[src/hdl/rc4_pkg.sv]
// ----------------------------------------------------------------------------
// rc4_pkg
// Shared types and constants of the RC4 stream cipher engine.
// ----------------------------------------------------------------------------
`default_nettype none

package rc4_pkg;

    localparam int DATA_W    = 8;
    localparam int KIDX_W    = 6;
    localparam int OP_W      = 2;
    localparam int PERM_AW   = 8;
    localparam int PERM_DEPTH = 256;
    localparam int KEY_LEN_W = 7;
    localparam int CFG_AW    = 3;
    localparam int CFG_DW    = 32;

    localparam logic [KEY_LEN_W-1:0] KEY_LEN_RESET = 7'd16;
    localparam logic [PERM_AW-1:0]   PERM_LAST     = 8'hFF;
    localparam logic [CFG_AW-1:0]    ADDR_KEY_LENGTH = 3'd0;

    typedef logic [OP_W-1:0] op_t;

    localparam op_t OP_KEY_WRITE = 2'd0;
    localparam op_t OP_SCHEDULE  = 2'd1;
    localparam op_t OP_DATA      = 2'd2;

    typedef enum logic [3:0] {
        ST_IDLE,
        ST_FILL,
        ST_KS_RD,
        ST_KS_J,
        ST_KS_SWAP_N,
        ST_KS_SWAP_J,
        ST_DT_RDJ,
        ST_DT_SWAP,
        ST_DT_OUT
    } state_t;

    typedef struct packed {
        op_t               op;
        logic [KIDX_W-1:0] key_index;
        logic [DATA_W-1:0] value;
    } cmd_t;

    typedef struct packed {
        logic              valid;
        logic [DATA_W-1:0] data;
    } res_t;

endpackage

`default_nettype wire

[src/hdl/rc4_ram.sv]
// ----------------------------------------------------------------------------
// rc4_ram
// Generic single-write, single-read RAM with registered read data.
// A read in the same cycle as a write to the same entry returns the old data.
// ----------------------------------------------------------------------------
`default_nettype none

module rc4_ram #(
    parameter int WIDTH = 8,
    parameter int DEPTH = 256,
    parameter int AW    = (DEPTH > 1) ? $clog2(DEPTH) : 1
) (
    input  wire logic             aclk,
    input  wire logic             we,
    input  wire logic [AW-1:0]    waddr,
    input  wire logic [WIDTH-1:0] wdata,
    input  wire logic             re,
    input  wire logic [AW-1:0]    raddr,
    output logic      [WIDTH-1:0] rdata
);

    logic [WIDTH-1:0] mem_reg [DEPTH];
    logic [WIDTH-1:0] rdata_reg;

    always_ff @(posedge aclk) begin
        if (we) begin
            mem_reg[waddr] <= wdata;
        end
        if (re) begin
            rdata_reg <= mem_reg[raddr];
        end
    end

    assign rdata = rdata_reg;

endmodule

`default_nettype wire

[src/hdl/rc4_engine.sv]
// ----------------------------------------------------------------------------
// rc4_engine
// Sequencer around the permutation and key store RAMs: key writes, key
// schedule (identity fill, then key mix) and per-byte keystream generation.
// ----------------------------------------------------------------------------
`default_nettype none

module rc4_engine #(
    parameter int KEY_MAX = 64
) (
    input  wire logic                             aclk,
    input  wire logic                             aresetn,
    input  wire logic                             start,
    input  wire rc4_pkg::cmd_t                    cmd,
    input  wire logic [rc4_pkg::KEY_LEN_W-1:0]    key_len,
    input  wire logic                             res_ready,
    output logic                                  idle,
    output rc4_pkg::res_t                         res
);

    localparam int KW  = (KEY_MAX > 1) ? $clog2(KEY_MAX) : 1;
    localparam int KLW = 9;

    rc4_pkg::state_t state_reg, state_next;

    logic [rc4_pkg::PERM_AW-1:0] i_reg, i_next;
    logic [rc4_pkg::PERM_AW-1:0] j_reg, j_next;
    logic [KW-1:0]               kpos_reg, kpos_next;
    logic [rc4_pkg::DATA_W-1:0]  sa_reg, sa_next;
    logic [rc4_pkg::DATA_W-1:0]  sb_reg, sb_next;
    logic [rc4_pkg::DATA_W-1:0]  val_reg, val_next;

    logic                        pw_en, pr_en;
    logic [rc4_pkg::PERM_AW-1:0] pw_addr, pr_addr;
    logic [rc4_pkg::DATA_W-1:0]  pw_data, p_rdata;
    logic                        kw_en, kr_en;
    logic [KW-1:0]               kw_addr, kr_addr;
    logic [rc4_pkg::DATA_W-1:0]  k_rdata;

    logic [KLW-1:0]              klen_raw, klen;
    logic [KLW-1:0]              kpos_inc;
    logic [rc4_pkg::PERM_AW-1:0] jsum;
    logic [rc4_pkg::PERM_AW-1:0] t_addr;
    logic [rc4_pkg::DATA_W-1:0]  st_val;
    logic                        key_in_range;

    // Clamp key length to 1..KEY_MAX
    always_comb begin
        klen_raw = (key_len == '0) ? KLW'(1) : KLW'(key_len);
        klen     = (klen_raw > KLW'(KEY_MAX)) ? KLW'(KEY_MAX) : klen_raw;
    end

    assign kpos_inc     = KLW'(kpos_reg) + KLW'(1);
    assign key_in_range = (KLW'(cmd.key_index) < KLW'(KEY_MAX));
    assign t_addr       = sa_reg + sb_reg;

    // Keystream entry: forward the two swapped entries, the RAM read was old
    always_comb begin
        if (t_addr == j_reg) begin
            st_val = sa_reg;
        end else if (t_addr == i_reg) begin
            st_val = sb_reg;
        end else begin
            st_val = p_rdata;
        end
    end

    always_comb begin
        state_next = state_reg;
        unique case (state_reg)
            rc4_pkg::ST_IDLE: begin
                if (start) begin
                    case (cmd.op)
                        rc4_pkg::OP_SCHEDULE: state_next = rc4_pkg::ST_FILL;
                        rc4_pkg::OP_DATA:     state_next = rc4_pkg::ST_DT_RDJ;
                        default:              state_next = rc4_pkg::ST_IDLE;
                    endcase
                end
            end
            rc4_pkg::ST_FILL: begin
                if (i_reg == rc4_pkg::PERM_LAST) begin
                    state_next = rc4_pkg::ST_KS_RD;
                end
            end
            rc4_pkg::ST_KS_RD:     state_next = rc4_pkg::ST_KS_J;
            rc4_pkg::ST_KS_J:      state_next = rc4_pkg::ST_KS_SWAP_N;
            rc4_pkg::ST_KS_SWAP_N: state_next = rc4_pkg::ST_KS_SWAP_J;
            rc4_pkg::ST_KS_SWAP_J: begin
                state_next = (i_reg == rc4_pkg::PERM_LAST) ? rc4_pkg::ST_IDLE
                                                           : rc4_pkg::ST_KS_RD;
            end
            rc4_pkg::ST_DT_RDJ:    state_next = rc4_pkg::ST_DT_SWAP;
            rc4_pkg::ST_DT_SWAP:   state_next = rc4_pkg::ST_DT_OUT;
            rc4_pkg::ST_DT_OUT: begin
                if (res_ready) begin
                    state_next = rc4_pkg::ST_IDLE;
                end
            end
            default: state_next = rc4_pkg::ST_IDLE;
        endcase
    end

    always_comb begin
        pw_en     = 1'b0;
        pw_addr   = i_reg;
        pw_data   = '0;
        pr_en     = 1'b0;
        pr_addr   = i_reg;
        kw_en     = 1'b0;
        kw_addr   = KW'(cmd.key_index);
        kr_en     = 1'b0;
        kr_addr   = kpos_reg;
        i_next    = i_reg;
        j_next    = j_reg;
        kpos_next = kpos_reg;
        sa_next   = sa_reg;
        sb_next   = sb_reg;
        val_next  = val_reg;
        jsum      = '0;
        res.valid = 1'b0;
        res.data  = val_reg ^ st_val;
        unique case (state_reg)
            rc4_pkg::ST_IDLE: begin
                if (start) begin
                    val_next = cmd.value;
                    case (cmd.op)
                        rc4_pkg::OP_KEY_WRITE: kw_en = key_in_range;
                        rc4_pkg::OP_SCHEDULE:  i_next = '0;
                        rc4_pkg::OP_DATA: begin
                            i_next  = i_reg + 1'b1;
                            pr_en   = 1'b1;
                            pr_addr = i_reg + 1'b1;
                        end
                        default: ;
                    endcase
                end
            end
            rc4_pkg::ST_FILL: begin
                pw_en   = 1'b1;
                pw_data = i_reg;
                i_next  = i_reg + 1'b1;
                if (i_reg == rc4_pkg::PERM_LAST) begin
                    j_next    = '0;
                    kpos_next = '0;
                end
            end
            rc4_pkg::ST_KS_RD: begin
                pr_en = 1'b1;
                kr_en = 1'b1;
            end
            rc4_pkg::ST_KS_J: begin
                jsum    = j_reg + p_rdata + k_rdata;
                j_next  = jsum;
                sa_next = p_rdata;
                pr_en   = 1'b1;
                pr_addr = jsum;
            end
            rc4_pkg::ST_KS_SWAP_N: begin
                pw_en   = 1'b1;
                pw_data = p_rdata;
            end
            rc4_pkg::ST_KS_SWAP_J: begin
                pw_en     = 1'b1;
                pw_addr   = j_reg;
                pw_data   = sa_reg;
                i_next    = i_reg + 1'b1;
                kpos_next = (kpos_inc >= klen) ? '0 : KW'(kpos_inc);
                if (i_reg == rc4_pkg::PERM_LAST) begin
                    i_next = '0;
                    j_next = '0;
                end
            end
            rc4_pkg::ST_DT_RDJ: begin
                jsum    = j_reg + p_rdata;
                j_next  = jsum;
                sa_next = p_rdata;
                pr_en   = 1'b1;
                pr_addr = jsum;
            end
            rc4_pkg::ST_DT_SWAP: begin
                pw_en   = 1'b1;
                pw_data = p_rdata;
                sb_next = p_rdata;
                pr_en   = 1'b1;
                pr_addr = sa_reg + p_rdata;
            end
            rc4_pkg::ST_DT_OUT: begin
                res.valid = 1'b1;
                if (res_ready) begin
                    pw_en   = 1'b1;
                    pw_addr = j_reg;
                    pw_data = sa_reg;
                end
            end
            default: ;
        endcase
    end

    always_ff @(posedge aclk) begin
        if (!aresetn) begin
            state_reg <= rc4_pkg::ST_IDLE;
            i_reg     <= '0;
            j_reg     <= '0;
            kpos_reg  <= '0;
        end else begin
            state_reg <= state_next;
            i_reg     <= i_next;
            j_reg     <= j_next;
            kpos_reg  <= kpos_next;
        end
    end

    always_ff @(posedge aclk) begin
        sa_reg  <= sa_next;
        sb_reg  <= sb_next;
        val_reg <= val_next;
    end

    assign idle = (state_reg == rc4_pkg::ST_IDLE);

    rc4_ram #(
        .WIDTH (rc4_pkg::DATA_W),
        .DEPTH (rc4_pkg::PERM_DEPTH),
        .AW    (rc4_pkg::PERM_AW)
    ) u_perm_ram (
        .aclk  (aclk),
        .we    (pw_en),
        .waddr (pw_addr),
        .wdata (pw_data),
        .re    (pr_en),
        .raddr (pr_addr),
        .rdata (p_rdata)
    );

    rc4_ram #(
        .WIDTH (rc4_pkg::DATA_W),
        .DEPTH (KEY_MAX),
        .AW    (KW)
    ) u_key_ram (
        .aclk  (aclk),
        .we    (kw_en),
        .waddr (kw_addr),
        .wdata (cmd.value),
        .re    (kr_en),
        .raddr (kr_addr),
        .rdata (k_rdata)
    );

    a_start_idle: assert property (@(posedge aclk) disable iff (!aresetn)
        start |-> (state_reg == rc4_pkg::ST_IDLE))
        else $error("command started while engine busy");

    a_sched_clears: assert property (@(posedge aclk) disable iff (!aresetn)
        (state_reg == rc4_pkg::ST_KS_SWAP_J && i_reg == rc4_pkg::PERM_LAST)
        |=> (state_reg == rc4_pkg::ST_IDLE && i_reg == '0 && j_reg == '0))
        else $error("key schedule did not end with cleared indices");

    a_res_hold: assert property (@(posedge aclk) disable iff (!aresetn)
        (state_reg == rc4_pkg::ST_DT_OUT && !res_ready)
        |=> (state_reg == rc4_pkg::ST_DT_OUT && $stable(res.data)))
        else $error("stalled result changed");

endmodule

`default_nettype wire

[src/hdl/rc4_stream_cipher.sv]
// ----------------------------------------------------------------------------
// rc4_stream_cipher
// RC4 engine with streaming command input, streaming byte output and an
// APB register for the key length.
//
//  channel   | direction | handshake          | payload
//  ----------+-----------+--------------------+-------------------------------
//  s_        | in        | s_tvalid/s_tready  | tuser op, tdata key_index,value
//  m_        | out       | m_tvalid/m_tready  | tdata out_byte
//  apb       | in/out    | psel/penable/pready| key_length at byte address 0
//
// A data byte runs in steps set by the single read port of the permutation
// RAM (read i, read j, read keystream entry, final write-back). Key schedule:
// 256 identity fill writes, then a read, j update and two swap writes per mix
// step. Reset clears indices, the key length (to 16) and the output valid flag;
// the permutation holds no defined contents until a schedule runs. An output
// stall holds the engine in its last data step; the engine returns to idle
// and takes a new item once the result has moved into the output register.
// ----------------------------------------------------------------------------
`default_nettype none

module rc4_stream_cipher #(
    parameter int KEY_MAX = 64
) (
    input  wire logic                          aclk,
    input  wire logic                          aresetn,
    // slave stream
    input  wire logic                          s_tvalid,
    output logic                               s_tready,
    input  wire logic [15:0]                   s_tdata,   // [5:0] key_index, [13:6] value
    input  wire logic [rc4_pkg::OP_W-1:0]      s_tuser,   // [1:0] operation
    // master stream
    output logic                               m_tvalid,
    input  wire logic                          m_tready,
    output logic [rc4_pkg::DATA_W-1:0]         m_tdata,   // [7:0] out_byte
    // configuration
    input  wire logic                          psel,
    input  wire logic                          penable,
    input  wire logic                          pwrite,
    input  wire logic [rc4_pkg::CFG_AW-1:0]    paddr,
    input  wire logic [rc4_pkg::CFG_DW-1:0]    pwdata,
    output logic      [rc4_pkg::CFG_DW-1:0]    prdata,
    output logic                               pready
);

    logic [rc4_pkg::KEY_LEN_W-1:0] key_length_reg, key_length_next;
    logic                          m_tvalid_reg, m_tvalid_next;
    logic [rc4_pkg::DATA_W-1:0]    m_tdata_reg, m_tdata_next;

    logic           eng_idle;
    logic           eng_start;
    logic           res_ready;
    rc4_pkg::cmd_t  eng_cmd;
    rc4_pkg::res_t  eng_res;
    logic           cfg_wr;

    assign pready = 1'b1;
    assign cfg_wr = psel && penable && pwrite && pready
                    && (paddr == rc4_pkg::ADDR_KEY_LENGTH);

    always_comb begin
        key_length_next = key_length_reg;
        if (cfg_wr) begin
            key_length_next = pwdata[rc4_pkg::KEY_LEN_W-1:0];
        end
    end

    always_comb begin
        if (paddr == rc4_pkg::ADDR_KEY_LENGTH) begin
            prdata = rc4_pkg::CFG_DW'(key_length_reg);
        end else begin
            prdata = '0;
        end
    end

    assign s_tready  = eng_idle;
    assign eng_start = s_tvalid && s_tready;

    always_comb begin
        eng_cmd.op        = s_tuser;
        eng_cmd.key_index = s_tdata[5:0];
        eng_cmd.value     = s_tdata[13:6];
    end

    // Output register: free when empty or drained this cycle
    assign res_ready = !m_tvalid_reg || m_tready;

    always_comb begin
        m_tvalid_next = m_tvalid_reg;
        m_tdata_next  = m_tdata_reg;
        if (res_ready) begin
            m_tvalid_next = eng_res.valid;
            if (eng_res.valid) begin
                m_tdata_next = eng_res.data;
            end
        end
    end

    always_ff @(posedge aclk) begin
        if (!aresetn) begin
            key_length_reg <= rc4_pkg::KEY_LEN_RESET;
            m_tvalid_reg   <= 1'b0;
        end else begin
            key_length_reg <= key_length_next;
            m_tvalid_reg   <= m_tvalid_next;
        end
    end

    always_ff @(posedge aclk) begin
        m_tdata_reg <= m_tdata_next;
    end

    assign m_tvalid = m_tvalid_reg;
    assign m_tdata  = m_tdata_reg;

    rc4_engine #(
        .KEY_MAX (KEY_MAX)
    ) u_engine (
        .aclk      (aclk),
        .aresetn   (aresetn),
        .start     (eng_start),
        .cmd       (eng_cmd),
        .key_len   (key_length_reg),
        .res_ready (res_ready),
        .idle      (eng_idle),
        .res       (eng_res)
    );

    a_res_loaded: assert property (@(posedge aclk) disable iff (!aresetn)
        (eng_res.valid && res_ready) |=> m_tvalid_reg)
        else $error("engine result dropped");

endmodule

`default_nettype wire

[config.mk]
export PLATFORM = sky130hd
export DESIGN_NAME = rc4_stream_cipher
export DESIGN_NICKNAME = d
export VERILOG_FILES = /design/src/hdl/rc4_pkg.sv /design/src/hdl/rc4_ram.sv /design/src/hdl/rc4_engine.sv /design/src/hdl/rc4_stream_cipher.sv
export SDC_FILE = /design/constraint.sdc
export NUM_CORES = 2
export LEC_CHECK = 0
export ABC_AREA = 1
export BUFFER_PORTS_ARGS = -buffer_cell sky130_fd_sc_hd__clkbuf_2
export CAP_MARGIN = 20
export CORE_UTILIZATION = 30
export CTS_BUF_LIST = sky130_fd_sc_hd__clkbuf_16
export DETAILED_ROUTE_END_ITERATION = 8
export GPL_TIMING_DRIVEN = 1
export PLACE_DENSITY_LB_ADDON = 0.08
export SYNTH_ARGS = -nofsm -noshare
export SYNTH_HDL_FRONTEND = slang
export SYNTH_SLANG_ARGS = --single-unit
[constraint.sdc]
create_clock -name aclk -period 14.53 [get_ports aclk]
set_input_delay 2.1795 -clock aclk [delete_from_list [all_inputs] [get_ports aclk]]
set_output_delay 2.1795 -clock aclk [all_outputs]
set_load 0.05 [all_outputs]
# After elaboration in Yosys (flattened, before gate mapping)
# Memory sizes are Yosys's and may differ from the RTL's. A register that Yosys moved wholly into a read port is not among the register bits.
# Cells that the tools add are included.
[totals]
input_bits = 60
register_bits = 66
wordCells = 104
mem_count = 2
output_inout_bits = 43
ram_bits = 2560
[mem_list]
columns = ["name", "words", "width", "rd", "rd_ports_with_merged_regs", "wr", "line", "source"]
rows = [
  ["u_engine.u_perm_ram.mem_reg", 256, 8, 1, 1, 1, "rc4_ram.sv:22", "logic [WIDTH-1:0] mem_reg [DEPTH];"],
  ["u_engine.u_key_ram.mem_reg", 64, 8, 1, 1, 1, "rc4_ram.sv:22", ""],
]
[classes]
n_eq_ne = 18
bitwise = 1
n_reduce_logical = 24
magnitude_cmp = 2
mux = 41
addsub = 6
[op_table]
columns = ["cell", "count"]
rows = [
  ["$mux W8", 9],
  ["$pmux W8 S4", 2],
  ["$pmux W8 S3", 2],
  ["$pmux W4 S9", 1],
  ["$add A8 B8 Y8", 4],
  ["$pmux W8 S2", 2],
  ["$eq A4 B3 Y1 const B", 4],
  ["$eq A8 B8 Y1", 2],
  ["$mux W7", 2],
  ["$mux W1", 12],
  ["$mux W4", 3],
  ["$mux W6", 2],
  ["$pmux W6 S2", 1],
  ["$ge A9 B9 Y1", 1],
  ["$gt A9 B7 Y1 const B", 1],
  ["$mux W9", 1],
  ["$add A8 B1 Y8 const B", 1],
  ["$eq A4 B2 Y1 const B", 2],
  ["$eq A8 B8 Y1 const B", 1],
  ["$reduce_and A2 Y1", 4],
  ["$reduce_or A4 Y1", 2],
  ["$xor A8 B8 Y8", 1],
  ["$add A6 B1 Y7 const B", 1],
  ["$logic_not A7 Y1", 1],
  ["other kinds (20)", 30],
]

# Depth between registers and ports, before layout
[depth]
depth_word = 7
ltp_mapped = 23
ltp_nobuf = 23

# By module
# Synthesis repeated with hierarchy kept, for this count alone.
[hier_totals]
cells_unflattened = 9667
area_unflattened_um2 = 110802.5
[modules_own_cells]
columns = ["module", "n_inst", "area_each_um2", "cells_each", "seq_area_each_um2"]
rows = [
  ["rc4_ram (u_engine.u_perm_ram)", 1, 83476.3, 7003, 61739.2],
  ["rc4_ram (u_engine.u_key_ram)", 1, 21419.3, 1805, 15615.0],
  ["rc4_engine", 1, 5013.6, 751, 1241.2],
  ["rc4_stream_cipher", 1, 893.4, 108, 400.4],
]

# Least setup slack after synthesis
# OpenSTA, ideal clock, no wires.
[synth_timing]
kind = "input-to-reg"
from = "input port m_tready"
to = "memory u_engine.u_perm_ram.mem_reg[0][0] (data pin)"
path_stages = 5
required_ps = 12342
setup_time_ps = 2188
path_buffers = 1
slack_ps = -398
arrival_time_ps = 12740
path_cell_list = "nor2_1 nor2_2 nor2_1 clkbuf_1 o21ai_0"
[synth_via]
elab_chain_len = 3
[synth_lines]
columns = ["item", "line", "source"]
rows = [
  ["start, declared", "rc4_stream_cipher.sv:34", "input wire logic m_tready,"],
  ["$logic_or A1 B1 Y1", "rc4_stream_cipher.sv:86", "assign res_ready = !m_tvalid_reg || m_tready;"],
  ["$mux W8", "rc4_engine.sv:189", "if (res_ready) begin"],
  ["$pmux W8 S4", "rc4_engine.sv:122", "unique case (state_reg)"],
  ["named net u_engine.pw_data, one bit", "rc4_engine.sv:35", "logic [rc4_pkg::DATA_W-1:0] pw_data, p_rdata;"],
  ["end, declared", "rc4_ram.sv:22", ""],
]
# The timed path passes the listed nets, and every way through them passes these cells.

# Worst setup path in the final report
[layout_timing]
from = "input port s_tuser[1] (netlist bit)"
to = "register u_engine.u_perm_ram.rdata_reg[7] (netlist: u_engine.u_perm_ram.rdata[7]) (read register of u_engine.u_perm_ram.mem_reg) (data pin)"
[layout_via]
elab_chain_len = 4
word_cells_on_any_way = 7
classes_between = "eq/ne: 1; mux: 6"
[layout_lines]
columns = ["item", "line", "source"]
rows = [
  ["start, declared", "rc4_stream_cipher.sv:31", "input wire logic [rc4_pkg::OP_W-1:0] s_tuser,"],
  ["$eq A2 B2 Y1 (*)", "rc4_engine.sv:126", "case (cmd.op)"],
  ["$mux W8 / $mux W1 (equally long branches)", "rc4_engine.sv:126", ""],
  ["$mux W8 / $mux W1 (equally long branches)", "rc4_engine.sv:124", "if (start) begin"],
  ["$pmux W8 S4 / $pmux W1 S2 (equally long branches)", "rc4_engine.sv:122", ""],
  ["end, declared", "rc4_ram.sv:23", "logic [WIDTH-1:0] rdata_reg;"],
]
# Mark *: on every way between the ends. The rest lies on a longest branch, timed or not.
# A chain may end at the register's enable or synchronous reset.

==> flow_summary.ini <==
[global_routing]
antenna_found_initial = 20
grt_pass1_wl_mm = 525
grt_max_degree = 195
global_route.overflow_total = 0
grtUsageTotal = 0.186
grt_pass1_vias = 72200

[clocking]
htree_levels = 5
postCtsSetupBuffers = 0
clock_path_buffers = 4
cts.clk_slew.worst_paths_ns = 0.06
cts_resized = 0
cts_hold_buffers = 0
cts-root-buf = clkbuf_16
clock-sinks = 2642
numCtsBuffers = 315
worstSkewPairLatency_ns = 0.93
cts_tree = built

[placed_design]
hpwlAfterDp_mm = 202
port_buffers = 49
place.gp.congestion = 0.792

[worst_setup_path]
r2r_end = u_engine.u_perm_ram.rdata[0]$_DFFE_PP_
crit_required_ns = 15.19
rr_worst_depth = 20
worstPathArrival_ns = 8.42
r2r-start = u_engine.u_perm_ram.rdata[0]$_DFFE_PP_
r2r_slack_ns = 7.22
worstPathMaxFanout = 97
worstSetupPathType = in2reg
crit_path_end_kind = flip-flop
start_kind = primary input

[min_path]
hold_end = key_length_reg[5]$_SDFFE_PN0P_
min-delay-start = key_length_reg[5]$_SDFFE_PN0P_
min_path_type = reg2reg
whs_path_depth = 2

[logic_synthesis]
ys_ff_latch = 2642
yosys.area.top_type_share = 0.685
ys_types = 47
syn_inst = 10100
synth_top_area_cell = edfxtp_1
yosysSeqAreaShare = 0.691
yosys_warnings = 0
synth_area_um2 = 114000
async_flop_share = 0
synth_flop_cell = edfxtp_1
synth-edff-count = 2608
yosys-top-cells-area = edfxtp_1 69%, nand3_1 7.4%, nand2_1 7.1%
avgSynthCellArea_um2 = 11.3

[drt]
wl_mm = 364
wl_met1_mm = 171
drc = 0
final_antenna_net_count = 0
num_vias = 74400
top_layer = met4
vias_per_cell = 4.88
dr_wl_met3_mm = 18.7
post_drt_wl_per_cell_um = 23.9
wl_met2_mm = 167
drtIter0Drc = 6244
dr.pass1.iters = 8

[floorplanning]
fp-row-count = 226
die_h_um = 619
die_area_um2 = 384000
core_um2 = 379000
die_w_um = 619
ios = 103
initial_core_util = 0.301

[layout]
drive_above_1_share = 0.0663
syn2layout_area_growth_pct = 13.0
largest_reg_flops = 2048
n_fill_cell = 37800
final_common_cell = edfxtp_1
multi_input_comb_area_um2 = 28700
regArea_um2 = 79000
finalNetCount = 10100
layout_common_cells = 2608 x edfxtp_1, 2141 x nand2_1, 1695 x nand3_1

[timing]
finalHoldViolations = 0
final_max_slew_viol_count = 0
clock.fmax_mhz = 129
tightest_slew_ns = 1.13
fin_crit_ns = 7.76
setup_viol = 0
finalCritPeriodShare = 0.534
setup_tns_ns = 0
timing.slew.headroom = 0.249
rsz0062_at_grt = false
finalClockSkew_ns = 0.0770

[power_and_ir_drop]
vdd_drop_max_mv = 0.146
p_leak_nw = 47.1
finalPower_w = 0.0233
power_density_nw_per_um2 = 180

[flow_run]
maxCapViolations = 0

[status]
status = finished, final reports clean
## through the flow
| step | cell area [µm²] | cells | setup WS (ns) | hold slack [ns] | utilization |
|---|---|---|---|---|---|
| after floorplan | 114000 | 10200 | -0.398 | 0.457 | - |
| after global placement | 119000 | 14700 | 5.85 | 0.496 | 0.315 |
| after detailed placement | 119000 | 14700 | 5.87 | 0.503 | 0.315 |
| after CTS | 129000 | 15200 | 6.85 | 0.513 | 0.340 |
| after global routing | 129000 | 15300 | 6.42 | 0.542 | 0.341 |
| final | 129000 | 15300 | 6.77 | 0.513 | 0.341 |
## power breakdown
part           leakage [nW]  internal, W  switching [W]  total [W]
Combinational          17.8      0.00170        0.00523    0.00693
Clock                  5.09      0.00427        0.00322    0.00749
Sequential             24.2      0.00878      0.0000850    0.00887
## worst max path at each step
stage,startpoint,end,slack [ns],cells past startpoint
after CTS,s_tuser[1],u_engine.u_perm_ram.rdata[1]$_DFFE_PP_,6.85,22
after global routing,s_tuser[1],u_engine.u_perm_ram.rdata[5]$_DFFE_PP_,6.42,22
after global placement,s_tuser[1],u_engine.u_perm_ram.rdata[1]$_DFFE_PP_,5.85,22
final,s_tuser[1],u_engine.u_perm_ram.rdata[7]$_DFFE_PP_,6.77,22
after floorplan,m_tready,u_engine.u_perm_ram.mem_reg[0][0]$_DFFE_PP_,-0.40,5
after detailed placement,s_tuser[1],u_engine.u_perm_ram.rdata[1]$_DFFE_PP_,5.87,22
## cell families after synthesis
logic type | Yosys count | synth area share
AOI/OAI and AO/OA | 861 | 0.0452
xor gates and xnor gates | 35 | 0.00268
other | 2 | 0.0000657
DFF | 2642 | 0.691
adders and majority gates | 42 | 0.00486
and+or+nand+nor | 4832 | 0.196
buffers and inverters | 1725 | 0.0606
## routing by layer
layer	up-vias	track usage
met5	-	0
met4	0	0.0406
met3	401	0.0263
li1	35000	-
met2	1878	0.296
met1	37100	0.268
## cells in the mapped netlist, drive strengths merged, types with 5 or more instances
master,count
clkbuf,304
o211ai,119
clkinv,5
a22oi,8
a21oi,312
o221ai,130
nor3,12
xor2,23
xnor2,12
nand4,23
dfxtp,34
buf,366
ha,38
nor2,410
or2,21
edfxtp,2608
nand3b,498
o21ai,273
nand2,2168
nand3,1695
inv,1050
## worst max-delay path, stage by stage
cell and delay, ns:
clkbuf_2 0.10, inv_1 0.05, nor2_1 0.35, ha_1 0.32
inv_1 0.05, nand4_1 0.15, nand3_1 0.16, nor2_4 0.04
buf_4 0.32, nand2_8 0.58, buf_4 0.69, buf_4 0.74
buf_4 0.71, nand2_1 0.10, nand3_1 0.10, nand3_1 0.10
nand3_1 0.28, nand3_1 0.12, nand3_1 0.23, nand3_1 0.27
nand3_1 0.38, nand2_1 0.12
## area by class of cell
class                   count  share of cell area
clock buffers             319              0.0618
well taps                5016              0.0486
clock inverters           238              0.0129
multi-input cells        5796               0.223
flip-flops and latches   2642               0.612
repair buffers            184              0.0112
diodes                      6            0.000116
inverters                1055              0.0310
Note: power is estimated with default switching activity, not from simulation.
